$ cat src/rtl/etp_pkg.sv
// ============================================================================
// etp_pkg: shared types and constants of the edge taper window
// Widths, CORDIC constants, the arctangent table and the state types used by
// the record tracker, the taper factor unit and the top level.
// ============================================================================
package etp_pkg;

    localparam int SAMPLE_BITS  = 24;
    localparam int INDEX_BITS   = 20;
    localparam int FACTOR_BITS  = 16;
    localparam int CFG_BITS     = 21;
    localparam int PHASE_BITS   = 24;
    localparam int CORDIC_STEPS = 30;
    localparam int ANGLE_BITS   = 31;
    localparam int ACC_BITS     = 33;
    localparam int PROD_BITS    = 2 * ANGLE_BITS;
    localparam int REM_BITS     = CFG_BITS + 1;
    localparam int STEP_BITS    = 5;
    localparam int CFG_IDX_BITS = 2;

    localparam logic [ANGLE_BITS-1:0] HALF_PI_Q30         = 31'd1686629713;
    localparam logic [ANGLE_BITS-1:0] CORDIC_INV_GAIN_Q30 = 31'd652032874;
    localparam logic [ANGLE_BITS-1:0] ONE_Q30             = 31'd1073741824;

    // Register indexes of the configuration port.
    localparam logic [CFG_IDX_BITS-1:0] CFG_RECORD_LENGTH = 2'd0;
    localparam logic [CFG_IDX_BITS-1:0] CFG_START_TAPER   = 2'd1;
    localparam logic [CFG_IDX_BITS-1:0] CFG_END_TAPER     = 2'd2;

    localparam logic [CFG_BITS-1:0] RESET_RECORD_LENGTH = 21'd1024;

    // Per-sample decision handed from the record tracker to the top level.
    typedef struct packed {
        logic                  last;
        logic                  bad;
        logic                  taper;
        logic [INDEX_BITS-1:0] k;
        logic [CFG_BITS-1:0]   n;
    } t_rec_info;

    typedef enum logic [2:0] {
        FAC_IDLE,
        FAC_DIV,
        FAC_ZMUL,
        FAC_LOAD,
        FAC_ROT,
        FAC_SQR,
        FAC_SAT
    } t_fac_state;

    typedef enum logic [2:0] {
        TOP_IDLE,
        TOP_FACTOR,
        TOP_SCALE_RE,
        TOP_SCALE_IM,
        TOP_OUT
    } t_top_state;

    // Rounded arctangent of 2^-i in Q30.
    function automatic logic [ANGLE_BITS-1:0] atan_q30(input logic [STEP_BITS-1:0] i);
        logic [ANGLE_BITS-1:0] v;
        case (i)
            5'd0:    v = 31'd843314857;
            5'd1:    v = 31'd497837830;
            5'd2:    v = 31'd263043837;
            5'd3:    v = 31'd133525159;
            5'd4:    v = 31'd67021687;
            5'd5:    v = 31'd33543516;
            5'd6:    v = 31'd16775851;
            5'd7:    v = 31'd8388437;
            5'd8:    v = 31'd4194283;
            5'd9:    v = 31'd2097149;
            5'd10:   v = 31'd1048576;
            5'd11:   v = 31'd524288;
            5'd12:   v = 31'd262144;
            5'd13:   v = 31'd131072;
            5'd14:   v = 31'd65536;
            5'd15:   v = 31'd32768;
            5'd16:   v = 31'd16384;
            5'd17:   v = 31'd8192;
            5'd18:   v = 31'd4096;
            5'd19:   v = 31'd2048;
            5'd20:   v = 31'd1024;
            5'd21:   v = 31'd512;
            5'd22:   v = 31'd256;
            5'd23:   v = 31'd128;
            5'd24:   v = 31'd64;
            5'd25:   v = 31'd32;
            5'd26:   v = 31'd16;
            5'd27:   v = 31'd8;
            5'd28:   v = 31'd4;
            5'd29:   v = 31'd2;
            default: v = 31'd0;
        endcase
        return v;
    endfunction

endpackage

$ cat src/rtl/edge_taper_window.sv
// ============================================================================
// edge_taper_window: Tukey-style edge taper over records of complex samples
// Scales the first and last samples of each record by a half-cosine ramp.
// ============================================================================
// Usage: samples enter on the input channel (i_valid / o_ready) as a real and
// an imaginary part and leave on the output channel (o_valid / i_ready) with
// the record end and bad setting flags, one result item per input item, in
// order. The configuration port (i_cfg_we, i_cfg_index, i_cfg_data) writes a
// register; write it only while no item is in flight. The block takes one
// item at a time. An unscaled item moves from the input registers into the
// output register. A tapered item passes in order through restoring division
// for the ramp phase, a multiply to the angle, a rotator load, 30 CORDIC
// steps, a square, a round and saturate, the factor handover, real then
// imaginary scaling on one multiplier, and the move into the output register.
// Once either kind of item moves into the output register, the block can take
// the next item.
// A new item is taken while a finished result still waits in the output
// register; if the receiver stalls, the next result waits in the block and
// no further item is accepted until the output register frees. Reset clears
// the position, loads record_length 1024 with no taper and empties the output.
// ============================================================================
module edge_taper_window (
    input  logic                                  i_clk,
    input  logic                                  i_rst_n,
    input  logic                                  i_cfg_we,
    input  logic [etp_pkg::CFG_IDX_BITS-1:0]      i_cfg_index,
    input  logic [etp_pkg::CFG_BITS-1:0]          i_cfg_data,
    input  logic                                  i_valid,
    output logic                                  o_ready,
    input  logic signed [etp_pkg::SAMPLE_BITS-1:0] i_sample_re,
    input  logic signed [etp_pkg::SAMPLE_BITS-1:0] i_sample_im,
    output logic                                  o_valid,
    input  logic                                  i_ready,
    output logic signed [etp_pkg::SAMPLE_BITS-1:0] o_out_re,
    output logic signed [etp_pkg::SAMPLE_BITS-1:0] o_out_im,
    output logic                                  o_record_end,
    output logic                                  o_bad_setting
);

    localparam int SCALE_BITS = etp_pkg::SAMPLE_BITS + etp_pkg::FACTOR_BITS + 1;

    etp_pkg::t_top_state r_state;
    etp_pkg::t_top_state n_state;

    etp_pkg::t_rec_info rec_info;

    logic accept;
    logic out_free;
    logic out_load;
    logic fac_start;
    logic fac_done;
    logic [etp_pkg::FACTOR_BITS-1:0] fac_value;

    logic signed [etp_pkg::SAMPLE_BITS-1:0] r_res_re;
    logic signed [etp_pkg::SAMPLE_BITS-1:0] r_res_im;
    logic                                   r_last;
    logic                                   r_bad;
    logic                                   r_out_valid;
    logic signed [etp_pkg::SAMPLE_BITS-1:0] r_out_re;
    logic signed [etp_pkg::SAMPLE_BITS-1:0] r_out_im;
    logic                                   r_out_last;
    logic                                   r_out_bad;

    logic signed [etp_pkg::SAMPLE_BITS-1:0] scale_in;
    logic signed [SCALE_BITS-1:0]           scale_prod;
    logic signed [SCALE_BITS-1:0]           scale_rnd;
    logic signed [etp_pkg::SAMPLE_BITS-1:0] scale_out;

    // Position and the taper decision advance with every accepted item.
    etp_record u_record (
        .i_clk       (i_clk),
        .i_rst_n     (i_rst_n),
        .i_cfg_we    (i_cfg_we),
        .i_cfg_index (i_cfg_index),
        .i_cfg_data  (i_cfg_data),
        .i_advance   (accept),
        .o_info      (rec_info)
    );

    etp_factor u_factor (
        .i_clk    (i_clk),
        .i_rst_n  (i_rst_n),
        .i_start  (fac_start),
        .i_k      (rec_info.k),
        .i_n      (rec_info.n),
        .o_done   (fac_done),
        .o_factor (fac_value)
    );

    assign o_ready   = (r_state == etp_pkg::TOP_IDLE);
    assign accept    = i_valid && o_ready;
    assign fac_start = accept && rec_info.taper;
    assign out_free  = !r_out_valid || i_ready;
    assign out_load  = (r_state == etp_pkg::TOP_OUT) && out_free;

    always_ff @(posedge i_clk) begin
        if (!i_rst_n) begin
            r_state     <= etp_pkg::TOP_IDLE;
            r_out_valid <= 1'b0;
        end else begin
            r_state <= n_state;
            if (out_load) begin
                r_out_valid <= 1'b1;
            end else if (i_ready) begin
                r_out_valid <= 1'b0;
            end
        end
    end

    always_comb begin
        n_state = r_state;
        case (r_state)
            etp_pkg::TOP_IDLE: begin
                if (accept) begin
                    n_state = rec_info.taper ? etp_pkg::TOP_FACTOR : etp_pkg::TOP_OUT;
                end
            end
            etp_pkg::TOP_FACTOR:   if (fac_done) n_state = etp_pkg::TOP_SCALE_RE;
            etp_pkg::TOP_SCALE_RE: n_state = etp_pkg::TOP_SCALE_IM;
            etp_pkg::TOP_SCALE_IM: n_state = etp_pkg::TOP_OUT;
            etp_pkg::TOP_OUT:      if (out_free) n_state = etp_pkg::TOP_IDLE;
            default:               n_state = etp_pkg::TOP_IDLE;
        endcase
    end

    // One multiplier scales the real part, then the imaginary part, with
    // round half up and a floor shift back to the sample width.
    always_comb begin
        scale_in   = (r_state == etp_pkg::TOP_SCALE_IM) ? r_res_im : r_res_re;
        scale_prod = scale_in * $signed({1'b0, fac_value});
        scale_rnd  = scale_prod + (SCALE_BITS'(1) << (etp_pkg::FACTOR_BITS - 1));
        scale_out  = etp_pkg::SAMPLE_BITS'(scale_rnd >>> etp_pkg::FACTOR_BITS);
    end

    always_ff @(posedge i_clk) begin
        if (accept) begin
            r_res_re <= i_sample_re;
            r_res_im <= i_sample_im;
            r_last   <= rec_info.last;
            r_bad    <= rec_info.bad;
        end else if (r_state == etp_pkg::TOP_SCALE_RE) begin
            r_res_re <= scale_out;
        end else if (r_state == etp_pkg::TOP_SCALE_IM) begin
            r_res_im <= scale_out;
        end
        if (out_load) begin
            r_out_re   <= r_res_re;
            r_out_im   <= r_res_im;
            r_out_last <= r_last;
            r_out_bad  <= r_bad;
        end
    end

    assign o_valid       = r_out_valid;
    assign o_out_re      = r_out_re;
    assign o_out_im      = r_out_im;
    assign o_record_end  = r_out_last;
    assign o_bad_setting = r_out_bad;

endmodule

$ cat src/rtl/etp_record.sv
// ============================================================================
// etp_record: configuration registers and record position tracking
// Holds the three configuration registers and the position in the record,
// and decides for the sample at hand whether and how it is tapered.
// ============================================================================
module etp_record (
    input  logic                                i_clk,
    input  logic                                i_rst_n,
    input  logic                                i_cfg_we,
    input  logic [etp_pkg::CFG_IDX_BITS-1:0]    i_cfg_index,
    input  logic [etp_pkg::CFG_BITS-1:0]        i_cfg_data,
    input  logic                                i_advance,
    output etp_pkg::t_rec_info                  o_info
);

    localparam logic [etp_pkg::CFG_BITS-1:0] LEN_CAP =
        etp_pkg::CFG_BITS'(1) << etp_pkg::INDEX_BITS;

    logic [etp_pkg::CFG_BITS-1:0]   r_record_length;
    logic [etp_pkg::CFG_BITS-1:0]   r_start_taper;
    logic [etp_pkg::CFG_BITS-1:0]   r_end_taper;
    logic [etp_pkg::INDEX_BITS-1:0] r_position;
    logic [etp_pkg::INDEX_BITS-1:0] n_position;

    logic [etp_pkg::CFG_BITS-1:0]   len;
    logic [etp_pkg::INDEX_BITS-1:0] len_m1;
    logic [etp_pkg::INDEX_BITS-1:0] pos;
    logic [etp_pkg::INDEX_BITS-1:0] back;
    logic                           last;
    logic                           bad;
    logic                           take_start;
    logic                           take_end;

    always_ff @(posedge i_clk) begin
        if (!i_rst_n) begin
            r_record_length <= etp_pkg::RESET_RECORD_LENGTH;
            r_start_taper   <= '0;
            r_end_taper     <= '0;
            r_position      <= '0;
        end else begin
            if (i_cfg_we) begin
                case (i_cfg_index)
                    etp_pkg::CFG_RECORD_LENGTH: r_record_length <= i_cfg_data;
                    etp_pkg::CFG_START_TAPER:   r_start_taper   <= i_cfg_data;
                    etp_pkg::CFG_END_TAPER:     r_end_taper     <= i_cfg_data;
                    default:                    ;
                endcase
            end
            if (i_advance) begin
                r_position <= n_position;
            end
        end
    end

    always_comb begin
        // A zero length acts as one, an overlong one as the position range.
        if (r_record_length == '0) begin
            len = etp_pkg::CFG_BITS'(1);
        end else if (r_record_length > LEN_CAP) begin
            len = LEN_CAP;
        end else begin
            len = r_record_length;
        end
        len_m1 = etp_pkg::INDEX_BITS'(len - etp_pkg::CFG_BITS'(1));
        // A position left beyond a shortened record counts as its last sample.
        pos  = (r_position > len_m1) ? len_m1 : r_position;
        last = (pos == len_m1);
        back = len_m1 - pos;
        bad  = ({r_start_taper, 1'b0} >= {1'b0, len}) ||
               ({r_end_taper, 1'b0} >= {1'b0, len});
        take_start = ({1'b0, pos} < r_start_taper);
        take_end   = ({1'b0, back} < r_end_taper);
        n_position = last ? '0 : pos + etp_pkg::INDEX_BITS'(1);

        o_info.last  = last;
        o_info.bad   = bad;
        o_info.taper = !bad && (take_start || take_end);
        o_info.k     = take_start ? pos : back;
        o_info.n     = take_start ? r_start_taper : r_end_taper;
    end

endmodule

$ cat src/rtl/etp_factor.sv
// ============================================================================
// etp_factor: iterative taper factor unit
// Computes round(sin(pi/2 * k/n)^2) in Q0.16 with a restoring divider, one
// shared multiplier and a CORDIC rotator, all stepped by a small sequencer.
// ============================================================================
module etp_factor (
    input  logic                                i_clk,
    input  logic                                i_rst_n,
    input  logic                                i_start,
    input  logic [etp_pkg::INDEX_BITS-1:0]      i_k,
    input  logic [etp_pkg::CFG_BITS-1:0]        i_n,
    output logic                                o_done,
    output logic [etp_pkg::FACTOR_BITS-1:0]     o_factor
);

    localparam logic [etp_pkg::STEP_BITS-1:0] DIV_LAST =
        etp_pkg::STEP_BITS'(etp_pkg::PHASE_BITS - 1);
    localparam logic [etp_pkg::STEP_BITS-1:0] ROT_LAST =
        etp_pkg::STEP_BITS'(etp_pkg::CORDIC_STEPS - 1);
    localparam int ROUND_SHIFT = 2 * 30 - etp_pkg::FACTOR_BITS;
    localparam int FULL_BITS   = etp_pkg::PROD_BITS + 1 - ROUND_SHIFT;

    etp_pkg::t_fac_state r_state;
    etp_pkg::t_fac_state n_state;

    logic [etp_pkg::REM_BITS-1:0]    r_rem;
    logic [etp_pkg::CFG_BITS-1:0]    r_den;
    logic [etp_pkg::PHASE_BITS-1:0]  r_quo;
    logic [etp_pkg::STEP_BITS-1:0]   r_cnt;
    logic signed [etp_pkg::ACC_BITS-1:0] r_x;
    logic signed [etp_pkg::ACC_BITS-1:0] r_y;
    logic signed [etp_pkg::ACC_BITS-1:0] r_z;
    logic [etp_pkg::PROD_BITS-1:0]   r_prod;
    logic [etp_pkg::FACTOR_BITS-1:0] r_factor;
    logic                            r_done;

    logic [etp_pkg::REM_BITS-1:0]    rem2;
    logic [etp_pkg::REM_BITS-1:0]    rem_diff;
    logic                            quo_bit;
    logic signed [etp_pkg::ACC_BITS-1:0] dx;
    logic signed [etp_pkg::ACC_BITS-1:0] dy;
    logic signed [etp_pkg::ACC_BITS-1:0] atan_ext;
    logic [etp_pkg::ANGLE_BITS-1:0]  sin_val;
    logic [etp_pkg::ANGLE_BITS-1:0]  mul_a;
    logic [etp_pkg::ANGLE_BITS-1:0]  mul_b;
    logic [etp_pkg::PROD_BITS:0]     rounded;
    logic [FULL_BITS-1:0]            fac_full;

    always_ff @(posedge i_clk) begin
        if (!i_rst_n) begin
            r_state <= etp_pkg::FAC_IDLE;
            r_done  <= 1'b0;
        end else begin
            r_state <= n_state;
            r_done  <= (r_state == etp_pkg::FAC_SAT);
        end
    end

    always_comb begin
        n_state = r_state;
        case (r_state)
            etp_pkg::FAC_IDLE: if (i_start) n_state = etp_pkg::FAC_DIV;
            etp_pkg::FAC_DIV:  if (r_cnt == DIV_LAST) n_state = etp_pkg::FAC_ZMUL;
            etp_pkg::FAC_ZMUL: n_state = etp_pkg::FAC_LOAD;
            etp_pkg::FAC_LOAD: n_state = etp_pkg::FAC_ROT;
            etp_pkg::FAC_ROT:  if (r_cnt == ROT_LAST) n_state = etp_pkg::FAC_SQR;
            etp_pkg::FAC_SQR:  n_state = etp_pkg::FAC_SAT;
            etp_pkg::FAC_SAT:  n_state = etp_pkg::FAC_IDLE;
            default:           n_state = etp_pkg::FAC_IDLE;
        endcase
    end

    always_comb begin
        // One quotient bit per cycle; the remainder always stays below n.
        rem2     = {r_rem[etp_pkg::REM_BITS-2:0], 1'b0};
        rem_diff = rem2 - {1'b0, r_den};
        quo_bit  = (rem2 >= {1'b0, r_den});

        // Floor shifts of the CORDIC rotation.
        dx       = r_y >>> r_cnt;
        dy       = r_x >>> r_cnt;
        atan_ext = $signed({2'b00, etp_pkg::atan_q30(r_cnt)});

        // Sine clamped to [0, 1.0] in Q30.
        if (r_y[etp_pkg::ACC_BITS-1]) begin
            sin_val = '0;
        end else if (r_y > $signed({2'b00, etp_pkg::ONE_Q30})) begin
            sin_val = etp_pkg::ONE_Q30;
        end else begin
            sin_val = r_y[etp_pkg::ANGLE_BITS-1:0];
        end

        // The one multiplier: phase to angle, then sine squared.
        if (r_state == etp_pkg::FAC_SQR) begin
            mul_a = sin_val;
            mul_b = sin_val;
        end else begin
            mul_a = etp_pkg::ANGLE_BITS'(r_quo);
            mul_b = etp_pkg::HALF_PI_Q30;
        end

        rounded  = {1'b0, r_prod} +
                   ((etp_pkg::PROD_BITS + 1)'(1) << (ROUND_SHIFT - 1));
        fac_full = rounded[etp_pkg::PROD_BITS:ROUND_SHIFT];
    end

    always_ff @(posedge i_clk) begin
        case (r_state)
            etp_pkg::FAC_IDLE: begin
                r_rem <= etp_pkg::REM_BITS'(i_k);
                r_den <= i_n;
                r_quo <= '0;
                r_cnt <= '0;
            end
            etp_pkg::FAC_DIV: begin
                r_rem <= quo_bit ? rem_diff : rem2;
                r_quo <= {r_quo[etp_pkg::PHASE_BITS-2:0], quo_bit};
                r_cnt <= r_cnt + etp_pkg::STEP_BITS'(1);
            end
            etp_pkg::FAC_ZMUL: begin
                r_prod <= mul_a * mul_b;
            end
            etp_pkg::FAC_LOAD: begin
                r_z   <= $signed({2'b00,
                    r_prod[etp_pkg::PHASE_BITS+etp_pkg::ANGLE_BITS-1:etp_pkg::PHASE_BITS]});
                r_x   <= $signed({2'b00, etp_pkg::CORDIC_INV_GAIN_Q30});
                r_y   <= '0;
                r_cnt <= '0;
            end
            etp_pkg::FAC_ROT: begin
                if (!r_z[etp_pkg::ACC_BITS-1]) begin
                    r_x <= r_x - dx;
                    r_y <= r_y + dy;
                    r_z <= r_z - atan_ext;
                end else begin
                    r_x <= r_x + dx;
                    r_y <= r_y - dy;
                    r_z <= r_z + atan_ext;
                end
                r_cnt <= r_cnt + etp_pkg::STEP_BITS'(1);
            end
            etp_pkg::FAC_SQR: begin
                r_prod <= mul_a * mul_b;
            end
            etp_pkg::FAC_SAT: begin
                if (fac_full > FULL_BITS'({etp_pkg::FACTOR_BITS{1'b1}})) begin
                    r_factor <= '1;
                end else begin
                    r_factor <= fac_full[etp_pkg::FACTOR_BITS-1:0];
                end
            end
            default: ;
        endcase
    end

    assign o_done   = r_done;
    assign o_factor = r_factor;

endmodule
$ cat config.mk
export PLATFORM = sky130hd
export DESIGN_NAME = edge_taper_window
export DESIGN_NICKNAME = d
export VERILOG_FILES = /design/src/rtl/etp_pkg.sv /design/src/rtl/edge_taper_window.sv /design/src/rtl/etp_record.sv /design/src/rtl/etp_factor.sv
export SDC_FILE = /design/constraint.sdc
export NUM_CORES = 2
export LEC_CHECK = 0
export BUFFER_PORTS_ARGS = -buffer_cell sky130_fd_sc_hd__buf_2
export CELL_PAD_IN_SITES_DETAIL_PLACEMENT = 0
export CELL_PAD_IN_SITES_GLOBAL_PLACEMENT = 1
export CORE_ASPECT_RATIO = 1.75
export CORE_MARGIN = 2
export CORE_UTILIZATION = 47
export DETAILED_ROUTE_END_ITERATION = 10
export GPL_TIMING_DRIVEN = 0
export PLACE_DENSITY = 0.89
export SETUP_SLACK_MARGIN = 0.3
export SYNTH_ARGS = -nofsm -noshare
export SYNTH_HDL_FRONTEND = slang
export SYNTH_SLANG_ARGS = --single-unit
$ cat constraint.sdc
create_clock -name i_clk -period 10.5 [get_ports i_clk]
set_input_delay 0.525 -clock i_clk [delete_from_list [all_inputs] [get_ports i_clk]]
set_output_delay 0.525 -clock i_clk [all_outputs]
set_load 0.02 [all_outputs]
Word level (Yosys, flattened, before mapping)
Memory sizes are Yosys's and may differ from the RTL's. A register that Yosys moved wholly into a read port is not among the register bits.
Cells that the tools add are included.
Storage, ports and cells
  register bits after elaboration: 439
  ROM bits: 960
  logic and storage cells: 140
  bits of input ports: 76
  memories kept: 1
  output and inout bits: 52
Operators by class
  $add $sub $neg: 13
  eq/ne operators: 22
  order comparisons: 9
  shifts and indexed selects: 2
  muxes and demuxes: 38
  multipliers: 2
  reductions and logical operators: 28
Memory list
  (no name shown): depth 32, bits a word 30, rd ports 1, clocked after Yosys merged registers in 1, wr ports 0, RTL line etp_pkg.sv:62  | case (i)
Operator list (number)
  $pmux 33 s2: 3
  $mux 24: 6
  $mux 31: 4
  $mux 33: 3
  $mux 21: 4
  $add 33x33->33: 2
  $ge 22x21->1: 3
  $sshr 33x5->33: 2
  $sub 33x33->33: 2
  $add 62x44->63 const B: 1
  $mul 31x31->62: 1
  $mux 20: 3
  $pmux 24 s2: 1
  $lt 20x21->1: 2
  $pmux 21 s2: 1
  $add 40x17->40 const B: 1
  $mul 24x17->40: 1
  $add 33x32->33: 1
  $gt 33x32->1 const B: 1
  $sub 33x32->33: 1
  $gt 21x21->1 const B: 1
  $logic_not 21->1: 1
  $mux 3: 7
  $sub 21x21->21: 1
  other kinds (29): 61

Depth between registers and ports, before layout
  word-level depth: 13
  depth in mapped cells: 42
  gate-level depth less buffers: 42

Cells and area by module
Synthesis repeated with hierarchy kept, for this count alone.
Unflattened totals
  cell total of the unflattened synthesis: 8760
  area, all modules: 78459.0 sq um
Modules (own cells, without submodules)
  etp_factor: area an instance 51260.4 sq um, times used 1, cells an instance 5656
  edge_taper_window: area an instance 19062.0 sq um, times used 1, cells an instance 1967
  etp_record: area an instance 8136.6 sq um, times used 1, cells an instance 1137

Worst setup path after synthesis
OpenSTA, ideal clock, no wires.
  path kind: register to register
  start: register u_factor.r_y[5] (netlist bit)
  end: register u_factor.r_prod[58] (netlist bit) (data pin)
  path buffers: 3
  arrival: 9.845 ns
  cell stages (with the launch flop): 40
  required time: 10.242 ns
  setup slack: 0.398 ns
  cells stage by stage: edfxtp_1 > nor4_1 > nand4_1 > o21bai_1 > nor2b_1 > clkbuf_1 > buf_1 > nand2_1 > o21ai_0 > clkbuf_1 > nand2_1 > fa_1 > inv_1 > fa_1 > fa_1 > fa_1 > inv_1 > fa_1 > (+4 left out) > fa_1 > inv_1 > ha_1 > a21o_1 > a21o_1 > a21o_1 > a21o_1 > a211oi_1 > a311oi_1 > a31oi_1 > o22a_1 > a211o_1 > a21oi_1 > nor3_1 > o41ai_1 > a21oi_1 > o21ba_2 > xnor2_1
On the way
  cells in the longest elaborated chain, start to end: 5
  elaborated cells on any way between the ends: 6
  those cells by class: 1 x mul; 1 x order compare; 4 x mux
RTL lines
  from (decl): RTL line etp_factor.sv:31  | logic signed [etp_pkg::ACC_BITS-1:0] r_y;
  from (signal assigned): RTL line etp_factor.sv:133  | r_y <= r_y + dy;
  from (signal assigned): RTL line etp_factor.sv:137  | r_y <= r_y - dy;
  $gt 33x32->1: RTL line etp_factor.sv:87  | end else if (r_y > $signed({2'b00, etp_pkg::ONE_Q30})) begin
  $mux 31 (*): RTL line etp_factor.sv:87
  $mux 31 (*): RTL line etp_factor.sv:85  | if (r_y[etp_pkg::ACC_BITS-1]) begin
  $mux 31: RTL line etp_factor.sv:94  | if (r_state == etp_pkg::FAC_SQR) begin
  $mul 31x31->62 (*): RTL line etp_factor.sv:121, etp_factor.sv:143
  to (signal assigned): RTL line etp_factor.sv:121  | r_prod <= mul_a * mul_b;
  to (signal assigned): RTL line etp_factor.sv:143  | r_prod <= mul_a * mul_b;
  to (decl): RTL line etp_factor.sv:33  | logic [etp_pkg::PROD_BITS-1:0] r_prod;
Mark *: on every way between the ends. The rest lies on a longest branch, timed or not.
A chain may end at the register's enable or synchronous reset.

Worst setup path in the final report
  start: register u_factor.r_y[25] (netlist bit)
  end: register u_factor.r_prod[58] (netlist bit) (data pin)
The elaborated chain is that of the path after synthesis.

==> results.toml <==
[floorplan]
rows = 193
die_height_um = 531.8
core_area_um2 = 158200
pin_count = 128
die_w_um = 305.6
start_util_pct = 47.31
dieArea_um2 = 162500

[routing]
route.met3.wl_mm = 19.51
routedWlPerCell_um = 28.36
via_per_inst = 5.825
drt-met1-wl_mm = 93.91
drt_first_pass_iters = 7
highest_layer = "met5"
drt_wl_total_mm = 307.1
drt_iter0_drc = 4322
met2_length_mm = 152.9
ant_nets = 0
route.detailed.drc = 0
vias = 63070

[sta]
setup_violations = 0
hold_ws_ps = 115.3
finalHoldViolations = 0
tightest_slew_ps = 1523
slew_headroom_pct = -1.512
clock_skew_ps = 27.28
fin_crit_ps = 10480
max_freq_mhz = 95.43
drv_slew = 11
period_share_pct = 99.80
rsz0062_at_grt = "true"

[clock_tree]
cts_tree = "done"
clkTransAtPathRegs_ps = 70
clk_path_buf_depth = 3
cts_hold_buf = 0
cts_max_level = 2
insertion_delay_ps = 680
clock-sinks = 445
cts_made_buffers = 46
cts-root-buf = "clkbuf_16"

[status]
status = "finished with violations"
violations = "capacitance limit, slew limit"

[synth]
synth_common_cells = "1504 x inv_1, 1474 x nand2_1, 1210 x fa_1"
ys_top_cells_by_area = "fa_1 32%, edfxtp_1 13%, ha_1 10%"
syn_inst = 8316
ys_ff_latch = 445
yosysMostFrequentCell = "inv_1"
synth_cell_types = 98
ys_async_sr_fraction_pct = 0
synthesis.area_um2 = 74830
synth_ff_type = "edfxtp_1"
synth_seq_area_share_pct = 16.24
yosysTopAreaCellShare_pct = 32.37
ys_warn_count = 0
synth_largest_area_cell = "fa_1"
postSynthAreaPerCell_um2 = 8.998
synth-edff-count = 324

[global_routing]
grt_overflow = 0
grt_pass1_vias = 68160
antenna_found_initial = 15
grt_first_pass_wirelength_mm = 446.7
track_usage_pct = 38.20
grt_max_degree = 62

[setup_path]
crit_required_ps = 10930
ff2ff_setup_slack_ps = 20
cp.arrival_ps = 10910
critPathMaxStageDelay_ps = 600
cpMostUsedCell = "fa_1"
endpoint_kind = "flop"
worst-path-max-fanout = 10
cp-start-kind = "flop"
cp_slowest_cell = "fa_1"
crit_type = "flop to flop"

[min_path]
worstHoldPathType = "input port to flop"

[run]
max_cap_violations = 1

[cells_and_area]
area_growth_pct = 12.73
drive_above_1_share_pct = 11.22
num-fill-cells = 14630
layout.nets = 10630

[place]
numPortBuffers = 126
hpwl_mm = 247.4
gp_congestion = 1.051
placed cells by master, fill, tap and decap left out, types with 81 or more instances in the layout:
master / instances
a21boi_0: 81
a21oi_1: 271
and2_1: 239
and3_1: 86
buf_2: 138
buf_4: 178
clkbuf_1: 204
dfxtp_1: 121
edfxtp_1: 324
fa_1: 1184
ha_1: 598
inv_1: 1477
nand2_1: 1431
nand3_1: 93
nor2_1: 414
nor3_1: 83
o21ai_0: 213
xnor2_1: 163
xor2_1: 126
routing by layer:
metal  up-vias  global-route usage (%)
met1     31540                   36.76
met5         -                       0
met3      1449                   7.169
met2      2848                   66.61
li1      27220                       -
met4        14                   39.03
sequential cells by signal (all words and copies together), names as in the netlist, 3 cells and up:
| name | cells |
|---|---|
| u_record.r_position | 20 |
| u_factor.r_state | 3 |
| u_factor.r_prod | 38 |
| u_factor.r_x | 33 |
| u_factor.atan_ext | 30 |
| u_factor.r_cnt | 5 |
| u_record.r_start_taper | 21 |
| u_factor.r_z | 33 |
| o_out_re | 24 |
| u_factor.r_rem | 21 |
| u_factor.r_quo | 24 |
| u_factor.r_y | 33 |
| u_record.r_end_taper | 21 |
| o_out_im | 24 |
| r_res_im | 24 |
| u_factor.r_den | 21 |
| r_state | 3 |
| r_res_re | 24 |
| u_record.r_record_length | 21 |
| u_factor.o_factor | 16 |
kinds of logic after synthesis:
kind of cell	count (synthesis)	share of synthesized area, %
buffers and inverters	1875	9.424
adders and majority gates	1819	42.54
DFF	445	16.24
muxes	188	3.794
and+or+nand+nor	2665	15.77
AOI/OAI and AO/OA	1020	8.680
xor gates and xnor gates	302	3.535
other	2	0.01004
worst max-delay path, delay by kind of cell (launching register included):
kind            cells  cell delay, ps
xor+xnor            1             130
simple gates        9            1890
compound gates      7            1780
buf+inv             7            1320
flops               1             530
fa+ha+maj           9            4540
area by class of cell:
class / count / area [µm²] / area share (%)
multi-input cells: 6030 / 57240 / 67.86
clock inverters: 27 / 306.5 / 0.3634
repair buffers: 336 / 2547 / 3.020
flip-flops and latches: 445 / 12150 / 14.41
well taps: 2047 / 2561 / 3.036
clock buffers: 57 / 1265 / 1.500
diodes: 12 / 30.03 / 0.03560
plain buffers: 359 / 2480 / 2.940
inverters: 1515 / 5773 / 6.844
through the flow:
stage               instance area (µm²)  utilization (%)  instances  worst slack, ps  setup TNS, ps
floorplan                         74960                -       8350            397.8              0
global placement                  78150            49.41      10520            -6356        -243570
detailed placement                78430            49.58      10540            -5377        -208380
CTS                               83490            52.79      10770            130.6              0
global route                      84330            53.32      10820           -106.6         -354.4
finish                            84360            53.33      10830            21.37              0
repair_timing:
action | 4_1_cts | 5_1_grt
endpoints found under the setup margin | 101 | 52
gates resized for setup | 593 | 137
gates cloned | 1 | 0
pin swaps | 80 | 69
setup buffers | 148 | 47
worst paths after layout:
kind                                        from                           to  cells after the start
worst min register to register             r_bad                o_bad_setting                      0
worst max-delay path            u_factor.r_y[25]          u_factor.r_prod[58]                     33
worst min-delay path               i_cfg_data[6]  u_record.r_record_length[6]                      3
worst max register to register  u_factor.r_y[25]          u_factor.r_prod[58]                     33
Power is left out: the tool's default activity adds up to more than one toggle a clock period on the data nets, which glitch-free logic cannot reach.
